==> src/rtl/bgmm_pkg.sv <==
// Shared types, codes and constants of the button gesture motor mode core.
// No dependencies.
package bgmm_pkg;

  localparam int unsigned TimeWidth = 32;
  localparam int unsigned RegAddrW  = 3;

  typedef logic [TimeWidth-1:0] time_t;

  localparam logic [1:0] KEY_PRESS   = 2'd1;
  localparam logic [1:0] KEY_RELEASE = 2'd2;

  localparam logic REG_LONG_PRESS = 1'b0;
  localparam logic REG_CLICK_GAP  = 1'b1;

  localparam logic [15:0] LONG_PRESS_RST = 16'd3000;
  localparam logic [15:0] CLICK_GAP_RST  = 16'd500;
  localparam logic [3:0]  GEAR_RST       = 4'd1;
  localparam logic [1:0]  CLICK_MAX      = 2'd3;

  localparam logic [7:0] ASCII_ZERO = 8'h30;
  localparam logic [7:0] ASCII_ONE  = 8'h31;
  localparam logic [7:0] ASCII_NINE = 8'h39;

  typedef enum logic [1:0] {
    MODE_FWD  = 2'd0,
    MODE_BACK = 2'd1,
    MODE_STOP = 2'd2,
    MODE_END  = 2'd3
  } mode_e;

  typedef enum logic [1:0] {
    CMD_NONE = 2'd0,
    CMD_STOP = 2'd1,
    CMD_CW   = 2'd2,
    CMD_CCW  = 2'd3
  } cmd_e;

  typedef enum logic [1:0] {
    LED_NONE  = 2'd0,
    LED_BLINK = 2'd1,
    LED_ON    = 2'd2
  } led_e;

  typedef struct packed {
    logic [15:0] long_press;
    logic [15:0] click_gap;
  } cfg_t;

  typedef struct packed {
    logic [31:0] now;
    logic [1:0]  key_event;
    logic        uart_valid;
    logic [7:0]  uart_byte;
  } item_t;

  typedef struct packed {
    cmd_e       motor_cmd;
    logic [3:0] gear;
    led_e       led;
    mode_e      mode;
  } result_t;

endpackage

==> src/rtl/bgmm_apb_regs.sv <==
// APB-style configuration registers: long press and click gap thresholds.
// Depends on bgmm_pkg.
module bgmm_apb_regs (
  input  logic                            clk_i,
  input  logic                            rst_ni,
  input  logic                            psel,
  input  logic                            penable,
  input  logic                            pwrite,
  input  logic [bgmm_pkg::RegAddrW-1:0]   paddr,
  input  logic [31:0]                     pwdata,
  output logic [31:0]                     prdata,
  output logic                            pready,
  output bgmm_pkg::cfg_t                  cfg_o
);

  logic        wr_en;
  logic [15:0] long_press_q, long_press_d;
  logic [15:0] click_gap_q, click_gap_d;
  logic [15:0] rd_val;

  assign pready = 1'b1;
  assign wr_en  = psel && penable && pwrite;

  always_comb begin
    long_press_d = long_press_q;
    click_gap_d  = click_gap_q;
    if (wr_en) begin
      case (paddr[2])
        bgmm_pkg::REG_LONG_PRESS: long_press_d = pwdata[15:0];
        bgmm_pkg::REG_CLICK_GAP:  click_gap_d  = pwdata[15:0];
        default: ;
      endcase
    end
  end

  always_comb begin
    case (paddr[2])
      bgmm_pkg::REG_LONG_PRESS: rd_val = long_press_q;
      bgmm_pkg::REG_CLICK_GAP:  rd_val = click_gap_q;
      default:                  rd_val = '0;
    endcase
  end

  assign prdata = {16'b0, rd_val};

  always_ff @(posedge clk_i or negedge rst_ni) begin
    if (!rst_ni) begin
      long_press_q <= bgmm_pkg::LONG_PRESS_RST;
      click_gap_q  <= bgmm_pkg::CLICK_GAP_RST;
    end else begin
      long_press_q <= long_press_d;
      click_gap_q  <= click_gap_d;
    end
  end

  assign cfg_o.long_press = long_press_q;
  assign cfg_o.click_gap  = click_gap_q;

endmodule

==> src/rtl/bgmm_gesture_core.sv <==
// Gesture state registers and the per-step classify / mode update logic.
// Depends on bgmm_pkg.
module bgmm_gesture_core (
  input  logic              clk_i,
  input  logic              rst_ni,
  input  logic              step_i,
  input  bgmm_pkg::item_t   item_i,
  input  bgmm_pkg::cfg_t    cfg_i,
  output bgmm_pkg::result_t result_o
);

  logic                held_q, held_d;
  bgmm_pkg::time_t     press_q, press_d;
  bgmm_pkg::time_t     rel_q, rel_d;
  logic [1:0]          cnt_q, cnt_d;
  bgmm_pkg::mode_e     mode_q, mode_d;
  logic [3:0]          gear_q, gear_d;

  bgmm_pkg::time_t     now_t;
  bgmm_pkg::time_t     lp_t;
  bgmm_pkg::time_t     gap_t;
  bgmm_pkg::time_t     hold_el;
  bgmm_pkg::time_t     gap_el;
  logic                is_press;
  logic                is_release;
  logic                short_rel;
  logic                digit;
  bgmm_pkg::cmd_e      cmd;
  bgmm_pkg::led_e      led;

  assign now_t      = bgmm_pkg::time_t'(item_i.now);
  assign lp_t       = bgmm_pkg::time_t'(cfg_i.long_press);
  assign gap_t      = bgmm_pkg::time_t'(cfg_i.click_gap);
  assign is_press   = (item_i.key_event == bgmm_pkg::KEY_PRESS);
  assign is_release = (item_i.key_event == bgmm_pkg::KEY_RELEASE);

  // A press restamps, so its own hold time is zero.
  assign hold_el   = is_press ? '0 : (now_t - press_q);
  assign short_rel = is_release && (hold_el < lp_t);
  // A short release restamps, so its own quiet time is zero.
  assign gap_el    = short_rel ? '0 : (now_t - rel_q);
  assign digit     = item_i.uart_valid && (item_i.uart_byte >= bgmm_pkg::ASCII_ONE)
                     && (item_i.uart_byte <= bgmm_pkg::ASCII_NINE);

  always_comb begin
    held_d  = held_q;
    press_d = press_q;
    rel_d   = rel_q;
    cnt_d   = cnt_q;
    mode_d  = mode_q;
    gear_d  = gear_q;
    cmd     = bgmm_pkg::CMD_NONE;
    led     = bgmm_pkg::LED_NONE;

    if (is_press) begin
      held_d  = 1'b1;
      press_d = now_t;
    end else if (is_release) begin
      held_d = 1'b0;
      if (short_rel) begin
        if (cnt_q != bgmm_pkg::CLICK_MAX) begin
          cnt_d = cnt_q + 2'd1;
        end
        rel_d = now_t;
      end
    end

    if (held_d && (hold_el >= lp_t)) begin
      held_d = 1'b0;
      cnt_d  = '0;
      if (mode_q != bgmm_pkg::MODE_END) begin
        cmd    = bgmm_pkg::CMD_STOP;
        led    = bgmm_pkg::LED_BLINK;
        mode_d = bgmm_pkg::MODE_END;
      end
    end else if (cnt_d >= 2'd2) begin
      cnt_d = '0;
      if (mode_q == bgmm_pkg::MODE_FWD || mode_q == bgmm_pkg::MODE_BACK) begin
        cmd    = bgmm_pkg::CMD_STOP;
        mode_d = bgmm_pkg::MODE_STOP;
      end
    end else if (cnt_d == 2'd1 && !held_d && (gap_el >= gap_t)) begin
      cnt_d = '0;
      case (mode_q)
        bgmm_pkg::MODE_STOP: begin
          cmd    = bgmm_pkg::CMD_CW;
          mode_d = bgmm_pkg::MODE_FWD;
        end
        bgmm_pkg::MODE_FWD: begin
          cmd    = bgmm_pkg::CMD_CCW;
          mode_d = bgmm_pkg::MODE_BACK;
        end
        bgmm_pkg::MODE_BACK: begin
          cmd    = bgmm_pkg::CMD_CW;
          mode_d = bgmm_pkg::MODE_FWD;
        end
        default: begin
          led    = bgmm_pkg::LED_ON;
          mode_d = bgmm_pkg::MODE_STOP;
        end
      endcase
    end

    if (digit) begin
      gear_d = 4'(item_i.uart_byte - bgmm_pkg::ASCII_ZERO);
      if (mode_d == bgmm_pkg::MODE_FWD) begin
        cmd = bgmm_pkg::CMD_CW;
      end else if (mode_d == bgmm_pkg::MODE_BACK) begin
        cmd = bgmm_pkg::CMD_CCW;
      end
    end
  end

  always_ff @(posedge clk_i or negedge rst_ni) begin
    if (!rst_ni) begin
      held_q  <= 1'b0;
      press_q <= '0;
      rel_q   <= '0;
      cnt_q   <= '0;
      mode_q  <= bgmm_pkg::MODE_STOP;
      gear_q  <= bgmm_pkg::GEAR_RST;
    end else if (step_i) begin
      held_q  <= held_d;
      press_q <= press_d;
      rel_q   <= rel_d;
      cnt_q   <= cnt_d;
      mode_q  <= mode_d;
      gear_q  <= gear_d;
    end
  end

  assign result_o.motor_cmd = cmd;
  assign result_o.gear      = gear_d;
  assign result_o.led       = led;
  assign result_o.mode      = mode_d;

endmodule

==> src/rtl/button_gesture_motor_mode_control_core.sv <==
// Button gesture motor mode control core: top level.
// An accepted word passes the input register, then the result register.
// Throughput: one word per cycle unless out_stall_i holds it; the gesture state
// updates as a word moves from the input register through the classify logic
// into the result register.
// Reset (rst_ni low, asynchronous): both stages empty, mode STOP, gear 1,
// thresholds back to 3000 and 500 ticks.
module button_gesture_motor_mode_control_core (
  input  logic                          clk_i,
  input  logic                          rst_ni,
  // input channel
  input  logic                          in_valid_i,
  output logic                          in_stall_o,
  input  logic [31:0]                   now_i,
  input  logic [1:0]                    key_event_i,
  input  logic                          uart_valid_i,
  input  logic [7:0]                    uart_byte_i,
  // result channel
  output logic                          out_valid_o,
  input  logic                          out_stall_i,
  output logic [1:0]                    motor_cmd_o,
  output logic [3:0]                    cmd_gear_o,
  output logic [1:0]                    led_action_o,
  output logic [1:0]                    mode_o,
  // configuration port
  input  logic                          psel,
  input  logic                          penable,
  input  logic                          pwrite,
  input  logic [bgmm_pkg::RegAddrW-1:0] paddr,
  input  logic [31:0]                   pwdata,
  output logic [31:0]                   prdata,
  output logic                          pready
);

  bgmm_pkg::cfg_t    cfg;
  bgmm_pkg::item_t   in_item;
  bgmm_pkg::item_t   s1_item_q;
  logic              s1_valid_q, s1_valid_d;
  bgmm_pkg::result_t step_res;
  bgmm_pkg::result_t out_q;
  logic              out_valid_q, out_valid_d;
  logic              in_acc;
  logic              adv;

  bgmm_apb_regs u_regs (
    .clk_i   (clk_i),
    .rst_ni  (rst_ni),
    .psel    (psel),
    .penable (penable),
    .pwrite  (pwrite),
    .paddr   (paddr),
    .pwdata  (pwdata),
    .prdata  (prdata),
    .pready  (pready),
    .cfg_o   (cfg)
  );

  // Advance the input word into the result register whenever that slot is
  // free or being drained this cycle.
  assign adv        = s1_valid_q && (!out_valid_q || !out_stall_i);
  // Stall only when the input register is full and cannot move on.
  assign in_stall_o = s1_valid_q && !adv;
  assign in_acc     = in_valid_i && !in_stall_o;

  assign in_item.now        = now_i;
  assign in_item.key_event  = key_event_i;
  assign in_item.uart_valid = uart_valid_i;
  assign in_item.uart_byte  = uart_byte_i;

  always_comb begin
    s1_valid_d = s1_valid_q;
    if (in_acc) begin
      s1_valid_d = 1'b1;
    end else if (adv) begin
      s1_valid_d = 1'b0;
    end
  end

  always_comb begin
    out_valid_d = out_valid_q;
    if (adv) begin
      out_valid_d = 1'b1;
    end else if (!out_stall_i) begin
      out_valid_d = 1'b0;
    end
  end

  always_ff @(posedge clk_i or negedge rst_ni) begin
    if (!rst_ni) begin
      s1_valid_q  <= 1'b0;
      out_valid_q <= 1'b0;
    end else begin
      s1_valid_q  <= s1_valid_d;
      out_valid_q <= out_valid_d;
    end
  end

  // Payload registers: hold unless loaded.
  always_ff @(posedge clk_i) begin
    if (in_acc) begin
      s1_item_q <= in_item;
    end
    if (adv) begin
      out_q <= step_res;
    end
  end

  // Gesture state commits exactly when its word advances.
  bgmm_gesture_core u_core (
    .clk_i    (clk_i),
    .rst_ni   (rst_ni),
    .step_i   (adv),
    .item_i   (s1_item_q),
    .cfg_i    (cfg),
    .result_o (step_res)
  );

  assign out_valid_o  = out_valid_q;
  assign motor_cmd_o  = out_q.motor_cmd;
  assign cmd_gear_o   = out_q.gear;
  assign led_action_o = out_q.led;
  assign mode_o       = out_q.mode;

endmodule

==> config.mk <==
export PLATFORM = sky130hd
export DESIGN_NAME = button_gesture_motor_mode_control_core
export DESIGN_NICKNAME = d
export VERILOG_FILES = /design/src/rtl/bgmm_pkg.sv /design/src/rtl/bgmm_apb_regs.sv /design/src/rtl/bgmm_gesture_core.sv /design/src/rtl/button_gesture_motor_mode_control_core.sv
export SDC_FILE = /design/constraint.sdc
export NUM_CORES = 1
export LEC_CHECK = 0
export BUFFER_PORTS_ARGS = -buffer_cell sky130_fd_sc_hd__buf_2
export CAP_MARGIN = 20
export CORE_MARGIN = 3
export CORE_UTILIZATION = 60
export DETAILED_ROUTE_END_ITERATION = 8
export PLACE_DENSITY = 0.81
export SLEW_MARGIN = 20
export SYNTH_ARGS = -nofsm -noshare
export SYNTH_HDL_FRONTEND = slang
export SYNTH_SLANG_ARGS = --single-unit
==> constraint.sdc <==
create_clock -name clk_i -period 6.9 [get_ports clk_i]
set_input_delay 0.69 -clock clk_i [delete_from_list [all_inputs] [get_ports clk_i]]
set_output_delay 0.69 -clock clk_i [all_outputs]
set_load 0.02 [all_outputs]
==> results by group <==
Worst setup path
  – Reg-to-reg slack, setup: 0.35 ns
  – Crit Path Max Fanout: 7
  – Startpoint type of the worst setup path: flip-flop
  – Setup crit end kind: flip-flop
  – FF-to-FF End: mode_o[1]$_DFFE_PP_
  – Top Family by Delay on Critical Path: simple AND/OR/NAND/NOR gates
  – Crit path buf inv count: 7
  – R2R cell count: 31
  – Req. time, crit path: 7.09 ns
  – Worst Path Arrival: 6.75 ns
  – Critical path's most frequent cell: buf_4
  – Crit Path Category: flip-flop to flip-flop
  – Slowest cell on crit path: edfxtp_1
  – Crit Reg-Reg Startpoint: s1_item_q[12]$_DFFE_PP_
  – Critical Path Max Stage Delay: 0.41 ns

Global route
  – Initial antenna violation count: 0
  – Largest net degree at the start of global routing: 62
  – Total GRT Usage: 27.1%
  – First-pass GRT wire length: 43800 µm
  – Total gr overflow: 0
  – Vias in the first global route: 9145

Placement
  – Port bufs: 94
  – DP Wirelength: 19200 µm
  – Final GP Congestion: 0.964
  – Pre-CTS setup slack: -0.207 ns

Clock network
  – CTS tree: done
  – Post-cts hold buffer count: 0
  – Clock tree buffer depth: 2
  – Clock-pin slew on the worst setup and hold paths: 0.06 ns
  – Max H-tree Level: 4
  – CTS Root Cell: clkbuf_16
  – Latest clock arrival within the worst-skew pair: 0.43 ns
  – Clk sink count: 160
  – CTS buffer count: 17

Logic synthesis
  – Post-synth EDFFs: 53
  – Synth Flop Type: dfrtp_1
  – Syn Area/Cell: 9.28 µm²
  – Synthesized flop and latch total: 160
  – Multiplexer share of the synthesized area: 7.15%
  – Largest family of logic cells by synthesized area: compound AO/OA/AOI/OAI gates
  – Yosys top cell by area: dfrtp_1
  – Mapped Cells: 1178
  – Yosys Warn Count: 0
  – Sequential fraction of the synthesis area: 39.2%
  – Yosys cell types: 80
  – Post-synth ARST share: 66.9%
  – Yosys top cell area share: 21.1%
  – Post-synthesis xor/xnor area fraction: 3.29%
  – Synth Area in Compound Gates: 18.7%
  – Synth Area in Adders: 11.1%
  – Simple-gate share of the synthesized area: 13.7%
  – Largest cells by area after synthesis: dfrtp_1, edfxtp_1, ha_1
  – Mapped cell area: 10900 µm²

Route
  – Final ANT Viol Nets: 0
  – Total Wirelength: 26200 µm
  – Drt first-iter violations: 734
  – Drc violations: 0
  – Routed len/inst: 17.2 µm
  – Via/cell ratio: 5.99
  – Via Count: 9132
  – Initial DRT Pass Iterations: 6

Final layout
  – Commonest cells after routing, fill and taps aside: nand2_1, inv_1, ha_1, buf_2, dfrtp_1
  – ANT cells: 0
  – Nets@finish: 1468
  – Final core occ: 71.1%
  – Area grow syn2layout: 14.1%
  – Most common cell after layout, fill and taps aside: nand2_1
  – Share of layout cells above drive strength 1: 21.6%

Job
  – MaxCap Viol Count: 0

STA
  – Hold Vio Cnt, Final: 0
  – Worst-Margin Slew: 0.957 ns
  – Min setup slack post-route: 0.346 ns
  – Setup Skew: 0.00834 ns
  – Minimum clock period: 6.55 ns
  – Final Cycle Share: 95.0%
  – Slew headroom: 36.0%
  – Slew Viols, Final: 0
  – Finish-stage setup viols: 0
  – Max Fclk: 153 MHz

Hold path
  – Tightest Hold Check Type: input pin to async pin

Pwr
  – Power per Cell Area: 288 nW/µm²
  – LEAKAGE: 5.91 nW
  – Worst IR drop on VDD: 0.214 mV

Die
  – Full die area: 19900 µm²
  – Initial Utilization: 62.3%
  – Die Height: 141 µm
  – Row cnt: 48
  – Core area: 17500 µm²
  – I/O Pins: 130
  – Die Span X: 141 µm

Outcome
  – Status: finished, final reports clean
-- registers in the layout, summed over array words and instances (netlist names), 2 cells and up --
| signal | count |
|---|---|
| s1_item_q | 43 |
| u_core.gear_q | 4 |
| u_core.rel_q | 32 |
| cmd_gear_o | 4 |
| mode_o | 2 |
| led_action_o | 2 |
| u_regs.long_press_q | 16 |
| u_core.cnt_q | 2 |
| u_core.mode_q | 2 |
| motor_cmd_o | 2 |
| u_core.press_q | 32 |
| u_regs.click_gap_q | 16 |
-- worst max path at each step --
stage                             from                       end  slack [ns]  cells after the start
4_1_cts        s1_item_q[12]$_DFFE_PP_  motor_cmd_o[0]$_DFFE_PP_       0.003                     32
6_report       s1_item_q[12]$_DFFE_PP_       mode_o[1]$_DFFE_PP_        0.35                     31
2_1_floorplan  s1_item_q[12]$_DFFE_PP_  motor_cmd_o[0]$_DFFE_PP_        0.56                     29
3_5_place_dp   s1_item_q[12]$_DFFE_PP_  motor_cmd_o[0]$_DFFE_PP_       -0.21                     30
3_3_place_gp   s1_item_q[12]$_DFFE_PP_       mode_o[0]$_DFFE_PP_        0.05                     30
5_1_grt        s1_item_q[12]$_DFFE_PP_  motor_cmd_o[0]$_DFFE_PP_       -0.02                     33
-- logic make-up (layout without fill, tap and decap cells) --
| group | after synthesis | after routing |
|---|---|---|
| AO/OA/AOI/OAI | 312 | 312 |
| XOR/XNOR | 41 | 41 |
| adder cells (fa/ha/maj) | 96 | 96 |
| buffers and inverters | 171 | 278 |
| flip-flops | 160 | 160 |
| multiplexers | 70 | 70 |
| other | 2 | 17 |
| AND/OR/NAND/NOR | 326 | 326 |
-- power breakdown --
part | switching [mW] | internal [mW]
logic | 0.741 | 0.558
registers | 0.0783 | 1.13
clock network | 0.400 | 0.681
-- stage by stage --
stage / instances / instance area (µm²) / power, mW / hold WS (ns) / setup TNS, ns
6_report: 1525 / 12500 / 3.59 / 0.266 / 0
5_1_grt: 1525 / 12500 / 3.80 / 0.293 / -0.0175
4_1_cts: 1523 / 12400 / 3.54 / 0.287 / 0
3_5_place_dp: 1489 / 11700 / 2.43 / 0.456 / -0.952
3_3_place_gp: 1489 / 11700 / 2.38 / 0.448 / 0
2_1_floorplan: 1193 / 11000 / 2.11 / 0.394 / 0
-- final cells by class --
type	instances	area (µm²)
clock buffer	19	433
clock inverter	13	233
fill	1307	5070
inverter	117	439
multi-input combinational	862	6060
sequential	160	4290
tap	225	282
timing repair buffer	129	736
-- what timing repair did --
action / 4_1_cts / 5_1_grt
resized for setup: 7 / 16
setup buffers: 2 / 2
pin swaps: 4 / 18
setup endpoints to repair: 8 / 8
-- worst reg2reg max path: cells and delay by family, from the launching register on --
family / cells / cell delay, ns
fa+ha+maj: 3 / 0.96
buf+inv: 7 / 1.06
flops: 1 / 0.41
compound gates: 8 / 1.81
simple gates: 12 / 1.90
xor+xnor: 1 / 0.16
-- synthesized netlist by cell type (18+ instances only) --
cell / number
a21o_1: 32
o21ai_0: 90
inv_1: 117
xor2_1: 18
nand2_1: 145
clkbuf_1: 29
ha_1: 94
nor2_1: 67
edfxtp_1: 53
xnor2_1: 23
nand3_1: 24
buf_4: 18
mux2_2: 64
a21oi_1: 69
dfrtp_1: 92
-- layer usage --
| layer | up-vias | GRT usage (%) | routed length (µm) |
|---|---|---|---|
| met2 | 313 | 45.8 | 12700 |
| li1 | 4363 | - | - |
| met1 | 4406 | 35.0 | 11200 |
| met5 | - | 0 | 0 |
| met4 | 0 | 8.01 | 591 |
| met3 | 50 | 6.04 | 1650 |
Note: power is estimated with default switching activity, not from simulation.
